$ cat config.mk
export PLATFORM = sky130hd
export DESIGN_NAME = gnp_dist
export DESIGN_NICKNAME = d
export VERILOG_FILES = /design/src/hw/rtl/gnp_dist.sv
export SDC_FILE = /design/constraint.sdc
export NUM_CORES = 2
export LEC_CHECK = 0
export BUFFER_PORTS_ARGS = -buffer_cell sky130_fd_sc_hd__buf_2
export CAP_MARGIN = 10
export CORE_MARGIN = 1.5
export CORE_UTILIZATION = 40
export DETAILED_ROUTE_END_ITERATION = 7
export REMOVE_ABC_BUFFERS = 1
export SLEW_MARGIN = 20
export SYNTH_ARGS = -nofsm -noshare
export SYNTH_HDL_FRONTEND = slang
export SYNTH_SLANG_ARGS = --single-unit
export TNS_END_PERCENT = 10
$ cat constraint.sdc
create_clock -name clock -period 10.45 [get_ports clock]
set_input_delay 0.5225 -clock clock [delete_from_list [all_inputs] [get_ports clock]]
set_output_delay 0.5225 -clock clock [all_outputs]
set_load 0.01 [all_outputs]
$ cat src/hw/rtl/gnp_dist.sv
`timescale 1ns / 1ps
`default_nettype none

module gnp_dist #(
   parameter int COORD_BITS = 24
) (
   input  wire logic                      clock,
   input  wire logic                      reset,
   input  wire logic                      start,
   input  wire logic [COORD_BITS-1:0]     base_x,
   input  wire logic [COORD_BITS-1:0]     base_y,
   input  wire logic [COORD_BITS-1:0]     base_z,
   input  wire logic [COORD_BITS-1:0]     query_x,
   input  wire logic [COORD_BITS-1:0]     query_y,
   input  wire logic [COORD_BITS-1:0]     query_z,
   output logic                           done,
   output logic [2*COORD_BITS+1:0]        sum
);

   localparam int SW = 2 * COORD_BITS + 2;
   localparam int PW = 2 * COORD_BITS;

   logic [2:0]            step_ff, step_in;
   logic                  done_ff, done_in;
   logic [COORD_BITS-1:0] mag_x_ff, mag_x_in;
   logic [COORD_BITS-1:0] mag_y_ff, mag_y_in;
   logic [COORD_BITS-1:0] mag_z_ff, mag_z_in;
   logic [PW-1:0]         sq_ff, sq_in;
   logic [SW-1:0]         acc_ff, acc_in;
   logic [COORD_BITS-1:0] mult_op;

   function automatic logic [COORD_BITS-1:0] abs_diff(input logic [COORD_BITS-1:0] a,
                                                      input logic [COORD_BITS-1:0] b);
      logic signed [COORD_BITS:0] d;
      logic [COORD_BITS:0]        n;
      d = $signed({a[COORD_BITS-1], a}) - $signed({b[COORD_BITS-1], b});
      n = -d;
      return d[COORD_BITS] ? n[COORD_BITS-1:0] : d[COORD_BITS-1:0];
   endfunction

   always_comb begin
      unique case (step_ff)
         3'd1:    mult_op = mag_x_ff;
         3'd2:    mult_op = mag_y_ff;
         default: mult_op = mag_z_ff;
      endcase
   end

   always_comb begin
      step_in  = step_ff;
      done_in  = 1'b0;
      mag_x_in = mag_x_ff;
      mag_y_in = mag_y_ff;
      mag_z_in = mag_z_ff;
      sq_in    = sq_ff;
      acc_in   = acc_ff;
      unique case (step_ff)
         3'd0: begin
            if (start) begin
               mag_x_in = abs_diff(base_x, query_x);
               mag_y_in = abs_diff(base_y, query_y);
               mag_z_in = abs_diff(base_z, query_z);
               step_in  = 3'd1;
            end
         end
         3'd1: begin
            sq_in   = PW'(mult_op) * PW'(mult_op);
            step_in = 3'd2;
         end
         3'd2: begin
            sq_in   = PW'(mult_op) * PW'(mult_op);
            acc_in  = SW'(sq_ff);
            step_in = 3'd3;
         end
         3'd3: begin
            sq_in   = PW'(mult_op) * PW'(mult_op);
            acc_in  = acc_ff + SW'(sq_ff);
            step_in = 3'd4;
         end
         3'd4: begin
            acc_in  = acc_ff + SW'(sq_ff);
            done_in = 1'b1;
            step_in = 3'd0;
         end
         default: step_in = 3'd0;
      endcase
   end

   always_ff @(posedge clock) begin
      if (reset) begin
         step_ff <= 3'd0;
         done_ff <= 1'b0;
      end else begin
         step_ff <= step_in;
         done_ff <= done_in;
      end
      mag_x_ff <= mag_x_in;
      mag_y_ff <= mag_y_in;
      mag_z_ff <= mag_z_in;
      sq_ff    <= sq_in;
      acc_ff   <= acc_in;
   end

   assign done = done_ff;
   assign sum  = acc_ff;

endmodule

`default_nettype wire

# Word-level counts from Yosys, hierarchy flattened
# Cells that the tools add are included.
[word_totals] regBits=174 latchBits=0 mem_bits_rw=0 mem_bits_ro=0 in_bits=147 out_inout_bits=51 word_cells=33 memories=0
[op_classes] add_sub_neg=7 multipliers=1 n_div=0 magnitude_cmp=0 n_eq_ne=5 n_shift=0 n_mux=8 bitwise_logic=0 n_reduce_logical=5
[op_table] operator="$pmux 50 s2" count=1
[op_table] operator="$sub 24x24->25" count=3
[op_table] operator="$mux 24" count=3
[op_table] operator="$neg 24->24" count=3
[op_table] operator="$add 50x48->50" count=1
[op_table] operator="$mul 24x24->48" count=1
[op_table] operator="$pmux 24 s2" count=1
[op_table] operator="$pmux 3 s4" count=1
[op_table] operator="$eq 3x2->1 const B" count=2
[op_table] operator="$eq 3x1->1 const B" count=1
[op_table] operator="$eq 3x3->1 const B" count=1
[op_table] operator="$logic_not 3->1" count=1
[op_table] operator="$mux 3" count=1
[op_table] operator="$reduce_or 3->1" count=1
[op_table] operator="$ne 2x2->1 const B" count=1
[op_table] operator="$reduce_and 2->1" count=1
[op_table] operator="$reduce_bool 2->1" count=1
[op_table] operator="$reduce_or 2->1" count=1
[op_table] operator="$mux 1" count=1

# Depth between registers and ports, before layout
[logic_depth] ltp_word=3 mapped_depth=35 depth_no_buf=32

# Worst setup path after synthesis
# Ideal clock, no wire load.
[synth_timing] path_kind="register to register" startpoint="reg step_ff[2]" endpoint="reg mag_x_ff[0], enable pin" setup_time_ps=705 arrival_time_ps=7992 required_time_ps=9745 slack_ps=1753 path_stages_with_launch=3 n_path_buf=1 period_less_slack_ps=8697 path_cell_list="dfxtp_1 -> clkbuf_1 -> nor4b_1"
[synth_between] elab_chain_cells=2
[synth_rtl] element="start, declared" line_no="23" rtl="logic [2:0] step_ff, step_in;"
[synth_rtl] element="start signal, assigned" line_no="94" rtl="step_ff <= step_in;"
[synth_rtl] element="$logic_not 3->1" line_no="57" rtl="unique case (step_ff)"
[synth_rtl] element="$reduce_and 2->1 (no source line)"
[synth_rtl] element="end signal, assigned" line_no="97" rtl="mag_x_ff <= mag_x_in;"
[synth_rtl] element="end, declared" line_no="25" rtl="logic [COORD_BITS-1:0] mag_x_ff, mag_x_in;"
# No other way between the ends.
# A chain may end at the register's enable or synchronous reset.

# Worst setup path after layout
[layout_timing] startpoint="reg step_ff[2]" endpoint="reg sq_ff[40], data pin"
[layout_between] elab_chain_cells=3 word_cells_on_any_way=4 classes_between="mul: 1; eq/ne: 2; mux: 1"
[layout_rtl] element="$eq 3x2->1 / $eq 3x1->1 (equally long branches)" line_no="42, 57"
[layout_rtl] element="$pmux 24 s2 *" line_no="42" rtl="unique case (step_ff)"
[layout_rtl] element="$mul 24x24->48 *" line_no="67, 71, 76"
[layout_rtl] element="end signal, assigned" line_no="100" rtl="sq_ff <= sq_in;"
[layout_rtl] element="end, declared" line_no="28" rtl="logic [PW-1:0] sq_ff, sq_in;"
# Every way passes the cells marked *; elsewhere a longest branch is shown, timed or not.

==> summary.txt <==
Floorplan
  • Die Wd: 279 µm
  • Core Rows: 101
  • Initial core utilization: 40.3%
  • Die Span Y: 279 µm
  • Core area: 0.0757 mm²
  • Io pins: 198
  • DIE AREA: 0.0780 mm²

Clock tree
  • # Post-CTS Setup Buffers: 0
  • Num CTS Buffers: 17
  • Clock transition at path regs: 0.09 ns
  • Clock sinks: 173
  • Clock buffer depth: 2
  • Clock Latency Late Sink: 0.49 ns
  • Root buffer cell: clkbuf_16
  • Post_cts resized: 0
  • CTS tree: done
  • Hold buffer count at cts: 0
  • H-Tree Depth: 4

Logic synthesis
  • Syn_area_per_cell: 8.92 µm²
  • Yosys warnings: 0
  • Asr flop ratio synth: 0%
  • Post-synth cell types: 96
  • Post-synth EDFFs: 169
  • Top-count cell post-synth: inv_1
  • #FFs+latches synth: 173
  • Most common library cells after synthesis: inv_1 (735), fa_1 (425), ha_1 (293)
  • Seq/Total Area, Yosys: 16.9%
  • Most area-hungry cell type in the Yosys netlist: fa_1
  • Cell Area, Synth: 0.0305 mm²
  • Top cells by area, synth: fa_1 (28%), edfxtp_1 (17%), ha_1 (12%)
  • Cells after Synth: 3,426
  • Share of the synthesized area in the top cell type: 27.9%
  • Synth Flop Type: edfxtp_1

Finish
  • FF+latch area: 0.00515 mm²
  • Fill cells: 7,441
  • Area grow syn2layout: 9.13%
  • Layout cell share with drive strength beyond 1: 8.84%
  • Multi-input logic area: 0.0222 mm²
  • NumNets Final: 4,440

Global route
  • Met2 Track Usage GR: 33.8%
  • Number of global-route vias before repair: 24,029
  • Total gr overflow: 0
  • Met1 usage: 28.4%
  • Most Crowded Layer GR: met2
  • Met3 usage: 3.12%
  • Initial antenna violation count: 4
  • GRT Overall Usage: 20.6%
  • First-pass GRT wire length: 127,000 µm
  • Largest net degree at the start of global routing: 73

Min path
  • Hold Path Class: in2reg

STA
  • Fin. Hold Viols: 0
  • Fin crit period: 9.14 ns
  • Final worst-path cycle share: 87.5%
  • Setup TNS: 0 ns
  • RSZ-0062 raised after global routing: no
  • Final Hold Slack: 0.244 ns
  • Clk_skew: 0.0262 ns
  • Tightest Pin Transition: 1.00 ns
  • Slew Limit Headroom: 33.3%
  • Max Clk Rate: 109 MHz
  • Count of pins over their slew limit: 0
  • Count of final setup violators: 0

Detailed routing
  • WL/cell: 17.2 µm
  • # DRC: 0
  • Iter 0 DRT Violations: 1,565
  • DR vias/cell: 5.14
  • Routed Wire Length: 78,300 µm
  • Initial DRT Pass Iterations: 5
  • Via count: 23,490
  • Post-DRT Antenna Nets: 0

Place
  • Post-DP HPWL: 65,400 µm
  • PortBufs: 197
  • Final Wtd Congestion: 0.924

Critical path
  • Setup CP Type: reg2reg
  • Critical path data required time: 10.74 ns
  • Critical-path top delay cell: dfxtp_1
  • Max incr delay on CP: 0.67 ns
  • Cell mode on critical path: fa_1
  • CP arrival: 9.43 ns
  • CP max FO: 24
  • Worst Setup End Kind: flip-flop
  • CP Launch Type: flip-flop

Outcome
  • Status: finished clean

Job
  • Max Cap Viol: 0
==> cells in the final DEF (no fill, tap or decap), types with 21 or more instances in the layout <==
| cell | Yosys | layout |
|---|---|---|
| nor3_1 | 40 | 40 |
| a31oi_1 | 33 | 33 |
| fa_1 | 425 | 425 |
| o21a_1 | 22 | 22 |
| and2_1 | 37 | 37 |
| nand4_1 | 27 | 27 |
| o21ai_0 | 88 | 87 |
| a21oi_1 | 193 | 193 |
| nand3_1 | 35 | 35 |
| and3_1 | 25 | 25 |
| ha_1 | 293 | 293 |
| nand2_1 | 286 | 286 |
| xor2_1 | 85 | 85 |
| buf_2 | 10 | 197 |
| edfxtp_1 | 169 | 169 |
| nor2_1 | 272 | 271 |
| xnor2_1 | 125 | 125 |
| inv_1 | 735 | 735 |
| a21o_1 | 87 | 87 |
| buf_4 | 0 | 38 |
| o21bai_1 | 21 | 21 |
| nor2b_1 | 23 | 23 |
==> layout make-up <==
cell class              instances  area share (%)
diodes                          2          0.0150
clock buffers                  17            1.28
clock inverters                15           0.683
inverters                     745            8.39
multi-input cells            2403            66.7
flip-flops and latches        173            15.5
well taps                     978            3.67
repair buffers                235            3.81
==> worst max-delay path: cells and delay by family (launching register included) <==
kind,cells,cell delay [ns]
compound gates,10,2.21
simple gates,5,0.83
buf+inv,8,1.28
fa+ha+maj,8,3.93
flops,1,0.67
==> stage by stage <==
stage / utilization [%] / area, µm² / instances / worst slack, ns
final: 44.0 / 33300 / 4568 / 1.31
after global routing: 44.0 / 33300 / 4568 / 0.883
after CTS: 44.0 / 33300 / 4566 / 1.38
after detailed placement: 43.2 / 32700 / 4534 / 1.41
after global placement: 43.2 / 32700 / 4534 / 1.57
after floorplan: - / 30100 / 3321 / -0.394
==> cells by family (layout without fill, tap and decap cells) <==
logic type                 Yosys count  in the layout  synth area share [%]
other                                0              2                     0
AOI/OAI and AO/OA                  645            645                  14.2
buffers and inverters              850           1012                  10.5
xor gates and xnor gates           210            210                  6.02
and+or+nand+nor                    826            826                  12.4
adders and majority gates          718            718                  39.9
DFF                                173            173                  16.9
muxes                                4              4                 0.143
==> registers in the layout, summed over array words and instances (netlist names) <==
signal / flops
mag_z_ff: 24
mag_x_ff: 24
sq_ff: 47
sum: 50
step_ff: 3
done: 1
mag_y_ff: 24
==> path summary, 6_finish.rpt <==
path,startpoint,to,slack [ns],cells past startpoint
worst max-delay path,step_ff[2],sq_ff[40],1.31,31
worst max register to register,step_ff[2],sq_ff[40],1.31,31
worst min-delay path,reset,step_ff[2],0.24,2
worst min register to register,sq_ff[12],sum[12],0.56,2
==> per-layer routing <==
| layer | share of wire (%) | vias up |
|---|---|---|
| met5 | 0.017 | - |
| met2 | 45 | 680 |
| met1 | 47 | 11229 |
| met3 | 5.7 | 106 |
| li1 | - | 11473 |
| met4 | 1.9 | 2 |
Power is not shown: default switching activity piles up to over one toggle a cycle in this logic, so the estimate is an artifact.
