File: src/hw/rtl/gnp_isqrt.sv
`timescale 1ns / 1ps
`default_nettype none

module gnp_isqrt #(
   parameter int COORD_BITS = 24
) (
   input  wire logic                      clock,
   input  wire logic                      reset,
   input  wire logic                      start,
   input  wire logic [2*COORD_BITS+1:0]   value,
   output logic                           done,
   output logic [COORD_BITS:0]            root
);

   localparam int SW = 2 * COORD_BITS + 2;
   localparam int N  = SW / 2;
   localparam int IW = $clog2(N + 1);

   logic [SW-1:0] val_ff, val_in;
   logic [N+1:0]  rem_ff, rem_in;
   logic [N-1:0]  root_ff, root_in;
   logic [IW-1:0] iter_ff, iter_in;
   logic          busy_ff, busy_in;
   logic          done_ff, done_in;
   logic [N+1:0]  rem_sh;
   logic [N+1:0]  trial;

   assign rem_sh = {rem_ff[N-1:0], val_ff[SW-1 -: 2]};
   assign trial  = {root_ff, 2'b01};

   always_comb begin
      val_in  = val_ff;
      rem_in  = rem_ff;
      root_in = root_ff;
      iter_in = iter_ff;
      busy_in = busy_ff;
      done_in = 1'b0;
      if (busy_ff) begin
         val_in = {val_ff[SW-3:0], 2'b00};
         if (rem_sh >= trial) begin
            rem_in  = rem_sh - trial;
            root_in = {root_ff[N-2:0], 1'b1};
         end else begin
            rem_in  = rem_sh;
            root_in = {root_ff[N-2:0], 1'b0};
         end
         iter_in = iter_ff - IW'(1);
         if (iter_ff == IW'(1)) begin
            busy_in = 1'b0;
            done_in = 1'b1;
         end
      end else if (start) begin
         val_in  = value;
         rem_in  = '0;
         root_in = '0;
         iter_in = IW'(N);
         busy_in = 1'b1;
      end
   end

   always_ff @(posedge clock) begin
      if (reset) begin
         busy_ff <= 1'b0;
         done_ff <= 1'b0;
      end else begin
         busy_ff <= busy_in;
         done_ff <= done_in;
      end
      val_ff  <= val_in;
      rem_ff  <= rem_in;
      root_ff <= root_in;
      iter_ff <= iter_in;
   end

   assign done = done_ff;
   assign root = root_ff;

endmodule

`default_nettype wire
File: config.mk
export PLATFORM = sky130hd
export DESIGN_NAME = gnp_isqrt
export DESIGN_NICKNAME = d
export VERILOG_FILES = /design/src/hw/rtl/gnp_isqrt.sv
export SDC_FILE = /design/constraint.sdc
export NUM_CORES = 1
export LEC_CHECK = 0
export BUFFER_PORTS_ARGS = -buffer_cell sky130_fd_sc_hd__clkbuf_2
export CAP_MARGIN = 10
export CORE_MARGIN = 1.5
export CORE_UTILIZATION = 63
export DETAILED_ROUTE_END_ITERATION = 10
export GPL_TIMING_DRIVEN = 0
export PLACE_DENSITY = 0.86
export SYNTH_ARGS = -nofsm -noshare
export SYNTH_HDL_FRONTEND = slang
export SYNTH_SLANG_ARGS = --single-unit
File: constraint.sdc
create_clock -name clock -period 11.3 [get_ports clock]
set_input_delay 3.39 -clock clock [delete_from_list [all_inputs] [get_ports clock]]
set_output_delay 3.39 -clock clock [all_outputs]
set_load 0.01 [all_outputs]
### Yosys cells after proc, flatten, opt, wreduce, memory -nomap -nowiden

Cells that the tools add are included.

* flip-flop bits (word level): 107
* word-level logic and storage cells: 28
* output and inout bits: 26
* input port bits: 53

* add/sub/neg operators: 2
* order comparisons: 1
* eq/ne operators: 1
* reduce and logical (&&, ||, !) cells: 2
* muxes and demuxes: 14
* bitwise logic cells: 1

Operators with widths (number)
* $mux 25: 5
* $mux 50: 2
* $ge 27x27->1: 1
* $sub 25x25->25: 1
* $mux 5: 2
* $eq 5x1->1 const B: 1
* $mux 1: 5
* $sub 5x1->5 const B: 1
* $reduce_bool 2->1: 1
* $reduce_or 2->1: 1
* $not 1->1: 1

### Longest topological paths before layout

Gate-level depths: netlist (run 1).

* depth in word-level cells: 3
* mapped depth: 12
* depth with buffers taken out: 9

### Least setup slack after synthesis (run 1)

Ideal clock, no wire load.

* kind: input-to-reg
* start point: in start
* end point: reg iter_ff[0] (enable)
* setup time: 0.457 ns
* required time: 10.843 ns
* path buffers: 0
* cell stages on the path: 2
* slack: 5.418 ns
* data arrival time: 5.426 ns
* path through: nor2_1 inv_1

* cells in the longest elaborated chain, start to end: 1

RTL lines
* start, declared: RTL line 9 `input wire logic start,`
* $reduce_bool 2->1 (no source line)
* end signal, assigned: RTL line 72 `iter_ff <= iter_in;`
* end, declared: RTL line 22 `logic [IW-1:0] iter_ff, iter_in;`

Every way passes these cells.
A chain may end at the register's enable or synchronous reset.

==> run_results.csv, run 1 <==
group,metric,value,unit
worst_setup_path,reg2reg_from,"root[12]",
sta,worst_clock_skew,0.0198,ns
global_route,grtUsageMet1,0.384,
floorplan,core,0.00885,sq mm
sta,period_needed,4.66,ns
worst_setup_path,worstSetupEndpointType,"register",
placement,io_buffers,78,
clock_network,clockBufferDepth,2,
logic_synthesis,synth-edff-count,103,
run_status,status,"finished clean",
sta,fin_setup_tns,0,ns
logic_synthesis,synthArstFlopShare,0,
route,firstDrtPassIters,5,
floorplan,die-area,0.00987,sq mm
logic_synthesis,synth.cell_area,0.00585,sq mm
worst_setup_path,worstSetupPathType,"input pin to register",
cells_and_area,drive_gt1_frac,0.207,
sta,maxSlewHeadroom,0.602,
worst_hold_path,hold_end,"done",
floorplan,io_pins,79,
global_route,antenna_found_initial,0,
clock_network,clk_latency,0.39,ns
placement,dpl.hpwl,9.65,mm
route,viasPerCell,6.31,
floorplan,num_rows,34,
global_route,grt.total_usage,0.291,
route,route.detailed.drc,0,
global_route,met2_usage,0.494,
logic_synthesis,avgSynthCellArea,11.4,sq um
cells_and_area,final_cell_area,0.00658,sq mm
placement,dpl_cell_area,0.00640,sq mm
clock_network,cts_tree,"built",
global_route,grt_pass1_vias,4538,
clock_network,ctsHoldBuffers,0,
worst_hold_path,hp-start,"iter_ff[4]",
floorplan,start_util,0.661,
worst_setup_path,cp_common_cell,"clkbuf_1",
clock_network,post_cts_resized,0,
worst_hold_path,hold_path_class,"register to register",
worst_hold_path,hold_depth,1,
clock_network,cts.sinks,107,
route,wire_per_inst,19.1,microns
sta,finalCritPeriodShare,0.412,
worst_setup_path,cp-start-kind,"input pin",
route,antenna_left,0,
global_route,grt_util_met3,0.0661,
pwr,seq_power_share,0.441,
worst_setup_path,rr_worst_depth,10,
global_route,grt_pass1_wl,22.2,mm
route,detail_route.iter0.violations,354,
logic_synthesis,synth_seq_cells,107,
logic_synthesis,ys_warn_count,0,
logic_synthesis,synth.yosys.seq_area_share,0.543,
global_route,overflow,0,
sta,worst_pin_slew,0.597,ns
floorplan,dieHeight,99.3,microns
logic_synthesis,synth_cell_types,66,
route,routed_wl,13.7,mm
cells_and_area,area_growth,12.5,%
pwr,p_int,754,uW
pwr,power_frac_comb,0.367,
route,vias,4526,
pwr,switching_share,0.363,
pwr,p_switching,429,uW
worst_setup_path,crit_required,11.54,ns
sta,setup_violations,0,
pwr,p_clk_frac,0.192,
global_route,busiest_layer,"met2",
job,drv_cap,0,
clock_network,cts_root_buffer,"clkbuf_8",
worst_setup_path,worstPathArrival,4.90,ns
pwr,peakVddDrop,93.6,uV
sta,rsz0062_at_grt,"false",
sta,fmax,0.215,GHz
cells_and_area,final_net_count,686,
floorplan,fp.dieW,99.3,microns
clock_network,clk_pin_slew,0.11,ns
worst_setup_path,crit_chain,"clkbuf_2 > nor2b_1 > clkbuf_1 > clkbuf_1 > a22o_1",
global_route,grt_max_degree,75,
clock_network,postCtsSetupRepairBufs,0,
logic_synthesis,synth_top_flop_cell,"edfxtp_1",
worst_setup_path,ff2ff_setup_slack,8.40,ns
placement,place_congestion,0.900,
cells_and_area,antenna_cells,0,
logic_synthesis,synth_fp_nets,596,
worst_setup_path,reg2reg_to,"rem_ff[9]",
clock_network,cts-htree-levels,3,
worst_setup_path,cp_max_fo,10,
clock_network,numCtsBuffers,9,
sta,finalHoldViolations,0,
pwr,leakagePower,2.80,nW
logic_synthesis,synthCells,514,
worst_setup_path,max_stage_delay,0.45,ns
sta,slew_violations,0,
worst_setup_path,slowest_stage,"clkbuf_1",
pwr,powerDensity,180,mW/mm^2
[flip-flops by register name, summed over array words and instances (netlist names)]
signal / flops
busy_ff: 1
iter_ff: 5
done: 1
rem_ff: 25
val_ff: 50
root: 25
[cell usage after synthesis, drive strengths merged, types with 2 or more instances]
master	count	area, sq um
o211a	2	20.0
o22ai	5	31.3
nand3b	3	22.5
a21o	11	83.8
o21ai	24	135
inv	37	139
nand3	25	125
and2	2	12.5
o21a	6	45.0
nand2	27	114
a211o	2	17.5
clkbuf	16	63.8
a31oi	3	25.0
xor2	8	70.1
ha	29	363
o211ai	5	37.5
and3	4	25.0
a22o	47	412
o221ai	2	17.5
or3	3	20.0
xnor2	11	96.3
nor2b	2	12.5
edfxtp	103	3090
nor2	42	158
mux2i	3	30.0
o2bb2ai	2	17.5
dfxtp	4	80.1
nor3b	2	15.0
buf	10	77.6
nand4	3	25.0
a21oi	38	198
o21bai	3	33.8
nor3	11	71.3
or2	2	12.5
a211oi	4	35.0
[metal layers]
metal	vias to the layer above	routed length, microns	part of all wire
met5	-	0	0
met4	0	200	0.015
met3	20	1040	0.076
met2	209	6710	0.49
met1	2170	5760	0.42
li1	2127	-	-
[worst max-delay path: cells and delay by family]
kind                   cells  cell delay (ns)
AND/OR/NAND/NOR            1             0.25
buffers and inverters      3             1.02
AO/OA/AOI/OAI              1             0.24
[per-stage QoR]
step           utilization  cells  hold WS (ns)  power, mW  setup WS [ns]
2_1_floorplan            -    514         0.457      0.845           5.42
3_3_place_gp         0.720    700         0.475      0.938           4.49
3_5_place_dp         0.724    701         0.494      0.952           6.32
4_1_cts              0.744    717         0.508       1.17           6.67
5_1_grt              0.744    717         0.524       1.24           6.57
6_report             0.744    717         0.510       1.18           6.64
[cell usage in the layout, fill, tap and decap left out, types with 6 or more instances in the layout]
master	n
clkbuf_8	9
nor2_1	42
nor3_1	9
xor2_1	8
xnor2_1	11
nand2_1	24
clkbuf_2	81
edfxtp_1	103
a22o_1	47
o21ai_0	12
o21ai_1	10
a21oi_1	36
inv_1	36
a21o_1	10
clkbuf_1	14
nand3_1	25
ha_1	29
o21a_1	6
[power by group through the flow]
stage	combinational [mW]	clock (mW)	sequential [mW]
final	0.434	0.227	0.522
after global routing	0.475	0.240	0.527
after CTS	0.427	0.227	0.521
after detailed placement	0.423	0	0.530
after global placement	0.407	0	0.531
after floorplan	0.317	0	0.528
[cell families (layout without fill, tap and decap cells)]
kind of cell / Yosys count / count (layout) / share of synthesized area
muxes: 3 / 3 / 0.00513
adders and majority gates: 29 / 29 / 0.0620
and+or+nand+nor: 130 / 130 / 0.110
AOI/OAI and AO/OA: 162 / 162 / 0.203
xor gates and xnor gates: 19 / 19 / 0.0285
DFF: 107 / 107 / 0.543
buffers and inverters: 64 / 159 / 0.0486
[worst max-delay path by stage]
stage	startpoint	to	cells after the start
final	start	val_ff[25]	5
after global routing	start	val_ff[25]	5
after CTS	start	val_ff[25]	5
after detailed placement	start	val_ff[20]	5
after global placement	start	rem_ff[4]	3
after floorplan	start	iter_ff[0]	2
[final cells by class]
cell class	instances	area [sq um]
Tap cell	108	135
Multi-Input combinational cell	343	2390
Sequential cell	107	3170
Inverter	38	145
Timing Repair Buffer	79	418
Clock buffer	10	128
Clock inverter	6	48.8
Fill cell	656	2270
Buffer	26	141
(Power assumes the default switching activity.)
==> inputs of run 2 (changes only) <==
ABC_AREA = 1   (was unset)
CORE_UTILIZATION = 59   (was 63)
PLACE_DENSITY = 0.81   (was 0.86)
clock period = 4.88 ns   (was 11.3 ns; I/O delays follow)
==> run 2 against run 1 <==
First-iteration DRC count decreased by 23%; hold slack got worse by 0.024 ns; sequential cell count unchanged; utilization decreased by 6.4 points; largest power group unchanged; highest routed layer unchanged.
==> run_results.csv, run 2 <==
group,metric,value,unit
floorplan,fp.dieW,109,microns
cells_and_area,largest_register_ffs,50,
route,wire_per_inst,13.0,microns
logic_synthesis,synth_cell_types,32,
logic_synthesis,synth.cell_area,0.00662,sq mm
logic_synthesis,synthCells,863,
cells_and_area,final_cell_mix,"nand2_1, inv_1, edfxtp_1, nor2_1, clkbuf_2",
route,route.detailed.drc,0,
sta,fmax,0.375,GHz
clock_network,cts-htree-levels,3,
worst_setup_path,critPathLaunch,"start",
sta,setup_violations,0,
job,drv_cap,0,
cells_and_area,final_common_cell,"nand2_1",
floorplan,start_util,0.608,
pwr,leakagePower,3.91,nW
placement,io_buffers,77,
global_route,grt_pass1_wl,24.0,mm
clock_network,clk_latency,0.37,ns
placement,place_congestion,0.912,
run_status,status,"finished clean",
pwr,peakVddDrop,192,uV
worst_hold_path,hold_path_class,"register to register",
floorplan,core,0.0109,sq mm
sta,finalHoldViolations,0,
global_route,grt_max_degree,66,
clock_network,numCtsBuffers,9,
logic_synthesis,synth_top_flop_cell,"edfxtp_1",
logic_synthesis,synth.most_common_cell,"nand2_1",
route,antenna_left,0,
cells_and_area,final_cell_area,0.00740,sq mm
global_route,overflow,0,
logic_synthesis,synth_top_area_frac,0.467,
logic_synthesis,avgSynthCellArea,7.67,sq um
clock_network,clockBufferDepth,2,
route,viasPerCell,5.14,
cells_and_area,drive_gt1_frac,0.120,
floorplan,io_pins,79,
placement,dpl.hpwl,10.8,mm
worst_setup_path,worstSetupPathType,"input pin to register",
logic_synthesis,synth_fp_nets,945,
logic_synthesis,yosysTopAreaCell,"edfxtp_1",
clock_network,ctsHoldBuffers,0,
cells_and_area,final_net_count,1034,
logic_synthesis,synth_seq_cells,107,
worst_setup_path,worstPathArrival,2.70,ns
sta,rsz0062_at_grt,"false",
sta,maxSlewHeadroom,0.609,
route,vias,5644,
clock_network,post_cts_resized,0,
worst_setup_path,cp_max_fo,65,
global_route,antenna_found_initial,0,
global_route,grt_pass1_vias,5422,
logic_synthesis,synth_area_leaders,"edfxtp_1, nand2_1, inv_1",
route,detail_route.iter0.violations,273,
cells_and_area,nFillCells,974,
cells_and_area,antenna_cells,0,
clock_network,postCtsSetupRepairBufs,0,
clock_network,cts_root_buffer,"clkbuf_8",
worst_setup_path,reg2reg_from,"root[9]",
logic_synthesis,synth-edff-count,103,
global_route,grt.total_usage,0.260,
cells_and_area,largest-register,"val_ff",
worst_setup_path,worstSetupEndpointType,"register",
logic_synthesis,synth.yosys.seq_area_share,0.479,
sta,hold_ws,0.486,ns
logic_synthesis,synthArstFlopShare,0,
placement,dpl_cell_area,0.00721,sq mm
cells_and_area,postLayoutCoreUtil,0.679,
floorplan,dieHeight,109,microns
route,routed_wl,14.3,mm
sta,period_needed,2.66,ns
pwr,powerDensity,394,mW/mm^2
worst_setup_path,cp-start-kind,"input pin",
sta,slew_violations,0,
sta,worst_pin_slew,0.587,ns
sta,worst_clock_skew,0.0187,ns
clock_network,clk_pin_slew,0.11,ns
route,firstDrtPassIters,5,
floorplan,num_rows,38,
logic_synthesis,synth_commonest_cells,"nand2_1, inv_1, edfxtp_1",
clock_network,cts_tree,"built",
worst_setup_path,crit_required,4.92,ns
logic_synthesis,ys_warn_count,0,
clock_network,cts.sinks,107,
floorplan,die-area,0.0119,sq mm
sta,finalCritPeriodShare,0.546,
cells_and_area,area_growth,11.7,%
worst_hold_path,hp-start,"val_ff[1]",
run 2: cell types whose count changed in the layout (fill, tap and decap cells not counted), moves of 9 or more:
cell | before | now
nand4_1 | 2 | 12
a21o_1 | 10 | 1
a22o_1 | 47 | 0
inv_1 | 36 | 145
a21oi_1 | 36 | 19
nor2_1 | 42 | 79
nand3_1 | 25 | 77
nand2_1 | 24 | 317
run 2: per-stage QoR:
| step | total power [mW] | setup TNS (ns) | cells | setup slack (ns) |
|---|---|---|---|---|
| floorplan | 2.10 | 0 | 863 | 0.685 |
| global placement | 2.36 | -25.56 | 1080 | -0.249 |
| detailed placement | 2.38 | 0 | 1081 | 1.87 |
| CTS | 2.92 | 0 | 1097 | 2.26 |
| global route | 3.14 | 0 | 1097 | 2.16 |
| finish | 2.92 | 0 | 1097 | 2.22 |
run 2: cells by family after synthesis:
logic type               share of synthesized area
AO/OA/AOI/OAI                               0.0293
XOR/XNOR                                    0.0145
adder cells (fa/ha/maj)                     0.0548
buffers and inverters                        0.103
flip-flops                                   0.479
AND/OR/NAND/NOR                              0.319
run 2: layer usage:
metal / track usage / vias up / share of wire
met1: 0.332 / 2573 / 0.45
met3: 0.0496 / 23 / 0.056
met2: 0.445 / 153 / 0.48
li1: - / 2895 / -
met4: 0.0846 / 0 / 0.017
met5: 0 / - / 0
run 2: path summary, 6_finish.rpt:
kind,end,cells after the start,slack [ns]
setup / recovery,val_ff[47],4,2.22
setup reg to reg,rem_ff[17],12,2.46
hold reg to reg,val_ff[1],2,0.49
hold / removal,val_ff[1],2,0.49
run 2: worst max-delay path, stage by stage:
cell and delay (ns):
clkbuf_1 0.25, nor2_1 0.15, inv_4 0.41, buf_16 0.33
run 2: layout make-up:
| cell class | instances | area, sq um | area share |
|---|---|---|---|
| clock buffers | 10 | 128 | 0.0173 |
| clock inverters | 6 | 57.6 | 0.00778 |
| multi-input cells | 581 | 2770 | 0.374 |
| inverters | 147 | 554 | 0.0749 |
| repair buffers | 78 | 413 | 0.0558 |
| plain buffers | 28 | 133 | 0.0179 |
| flip-flops and latches | 107 | 3170 | 0.429 |
| well taps | 140 | 175 | 0.0237 |
run 2: power by group:
group          switching, mW  internal, mW
clock network          0.336         0.198
registers             0.0562          1.15
logic                  0.757         0.415
total                   1.15          1.77
==> inputs of run 3 (changes only) <==
CORE_UTILIZATION = 53   (was 59)
PLACE_DENSITY = 0.77   (was 0.81)
clock period = 2.4 ns   (was 4.88 ns; I/O delays follow)
==> run 3 against run 2 <==
Non-clock buffer count up 18; die area up 11%; clock skew down 0.0062 ns; sequential cell count unchanged; first-iteration DRC count up 38%; critical path type is now register to register; critical endpoint is now rem_ff[0]; largest cell class unchanged; largest power group is now combinational cells.
==> run_results.csv, run 3 (synthesized netlist as in run 2, its figures left out) <==
group,metric,value,unit
worst_setup_path,slowest_stage,"edfxtp_1",
route,wire_per_inst,13.5,microns
pwr,power_frac_comb,0.424,
route,antenna_left,0,
cells_and_area,drive_gt1_frac,0.189,
sta,setup_violations,0,
global_route,antenna_found_initial,0,
route,route.detailed.drc,0,
worst_setup_path,cp-start-kind,"register",
sta,finalCritPeriodShare,0.966,
pwr,seq_power_share,0.363,
worst_setup_path,rr_worst_depth,12,
pwr,leakagePower,4.13,nW
worst_hold_path,hold_depth,2,
pwr,switching_share,0.379,
floorplan,die-area,0.0132,sq mm
worst_setup_path,cp.buffers_inverters,3,
cells_and_area,final_cell_mix,"nand2_1, inv_1, edfxtp_1, clkbuf_2, nand3_1",
run_status,status,"finished clean",
cells_and_area,antenna_cells,0,
route,firstDrtPassIters,5,
pwr,p_switching,2.59,mW
pwr,peakVddDrop,504,uV
route,routed_wl,15.4,mm
cells_and_area,nFillCells,1052,
global_route,grt_pass1_vias,5442,
worst_hold_path,hp-start,"val_ff[0]",
pwr,p_clk_frac,0.213,
floorplan,fp.dieW,115,microns
cells_and_area,postLayoutCoreUtil,0.665,
sta,fin_setup_tns,0,ns
worst_setup_path,max_stage_delay,0.42,ns
floorplan,core,0.0121,sq mm
floorplan,io_pins,79,
cells_and_area,area_growth,21.6,%
sta,fmax,0.431,GHz
worst_setup_path,worstSetupEndpointType,"register",
worst_setup_path,crit_chain,"inv_1 > ha_1 > clkbuf_2 > o21ai_1 > nand2_2 > nand3_2 > nand3b_4 > nand2_4 > nand3_4 > clkbuf_16 > nor2_1 > nor2_1",
global_route,overflow,0,
sta,worst_pin_slew,0.638,ns
job,drv_cap,0,
sta,maxSlewHeadroom,0.574,
cells_and_area,fin_cells,1144,
clock_network,clk_pin_slew,0.08,ns
worst_setup_path,cp_common_cell,"nor2_1",
clock_network,clockBufferDepth,2,
worst_setup_path,cp_max_fo,7,
clock_network,clk_latency,0.36,ns
cells_and_area,final_common_cell,"nand2_1",
worst_hold_path,hold_path_class,"register to register",
clock_network,cts_root_buffer,"clkbuf_16",
global_route,grt_pass1_wl,25.1,mm
floorplan,num_rows,40,
floorplan,start_util,0.547,
route,detail_route.iter0.violations,378,
sta,worst_clock_skew,0.0125,ns
placement,io_buffers,77,
sta,period_needed,2.32,ns
cells_and_area,final_net_count,1053,
global_route,grt_max_degree,45,
cells_and_area,largest-register,"val_ff",
placement,place_inst,1110,
pwr,powerDensity,850,mW/mm^2
worst_setup_path,critPathLaunch,"root[0]",
worst_setup_path,worstPathArrival,2.44,ns
worst_setup_path,cp_top_family,"simple AND/OR/NAND/NOR gates",
sta,layout_setup_ws,0.0825,ns
clock_network,cts-htree-levels,3,
floorplan,dieHeight,115,microns
placement,place_congestion,0.914,
placement,dpl.hpwl,10.8,mm
route,viasPerCell,5.02,
sta,finalHoldViolations,0,
worst_setup_path,reg2reg_from,"root[0]",
worst_setup_path,crit_required,2.52,ns
cells_and_area,largest_register_ffs,50,
worst_setup_path,path_depth,12,
worst_setup_path,worstSetupPathType,"register to register",
global_route,grt.total_usage,0.240,
clock_network,cts_tree,"built",
route,vias,5744,
clock_network,numCtsBuffers,9,
sta,slew_violations,0,
pwr,p_int,4.25,mW
placement,place_ws,-0.0336,ns
clock_network,cts.sinks,107,
## run 3: cell count changes in the layout (fill, tap and decap cells not counted), moves of 7 or more
cell       delta
clkbuf_16    +12
buf_4        +12
nor2_1       -11
clkbuf_8      -8
nor2_2        +7
ha_4         +11
nand2_1      -17
ha_1         -14
nand2_2      +13
## run 3: layout make-up
class / count / area, sq um / area share
inverter: 147 / 556 / 0.0690
clock inverter: 7 / 66.3 / 0.00824
sequential: 107 / 3170 / 0.394
multi-input combinational: 582 / 3050 / 0.379
buffer: 28 / 161 / 0.0200
tap: 168 / 210 / 0.0261
timing repair buffer: 96 / 609 / 0.0757
clock buffer: 9 / 225 / 0.0280
## run 3: worst paths after layout
kind	to	slack, ns
max	rem_ff[0]	0.08
min	val_ff[0]	0.48
max reg2reg	rem_ff[0]	0.08
min reg2reg	val_ff[0]	0.48
## run 3: per-layer routing
layer	wire length [microns]	vias up	track usage
li1	-	2940	-
met1	6660	2608	0.315
met2	7480	173	0.395
met3	941	23	0.0538
met4	352	0	0.0848
met5	0	-	0
## run 3: per-stage QoR
step	cell area (sq um)	hold slack, ns	total power [mW]
2_1_floorplan	6640	0.446	4.27
3_3_place_gp	7240	0.463	4.82
3_5_place_dp	7280	0.466	4.87
4_1_cts	7600	0.480	6.36
5_1_grt	8050	0.521	7.31
6_report	8050	0.479	6.84
## run 3: timing repair
action,CTS,global route
cloned,0,4
hold buffers,0,0
setup buffers,1,13
pin swaps,0,10
setup endpoints to repair,14,25
resized for setup,5,62
hold endpoints to repair,0,0
## run 3: worst reg2reg max path, stage by stage, from the launching register on
cell and delay, ns:
edfxtp_1 0.42, inv_1 0.08, ha_1 0.22, clkbuf_2 0.17, o21ai_1 0.13, nand2_2 0.13, nand3_2 0.11, nand3b_4 0.12
nand2_4 0.14, nand3_4 0.18, clkbuf_16 0.23, nor2_1 0.10, nor2_1 0.06
## run 3: power by group through the flow
stage	sequential [mW]	clock, mW	combinational (mW)
2_1_floorplan	2.49	0	1.78
3_3_place_gp	2.50	0	2.32
3_5_place_dp	2.50	0	2.37
4_1_cts	2.46	1.49	2.41
5_1_grt	2.51	1.56	3.23
6_report	2.48	1.46	2.90
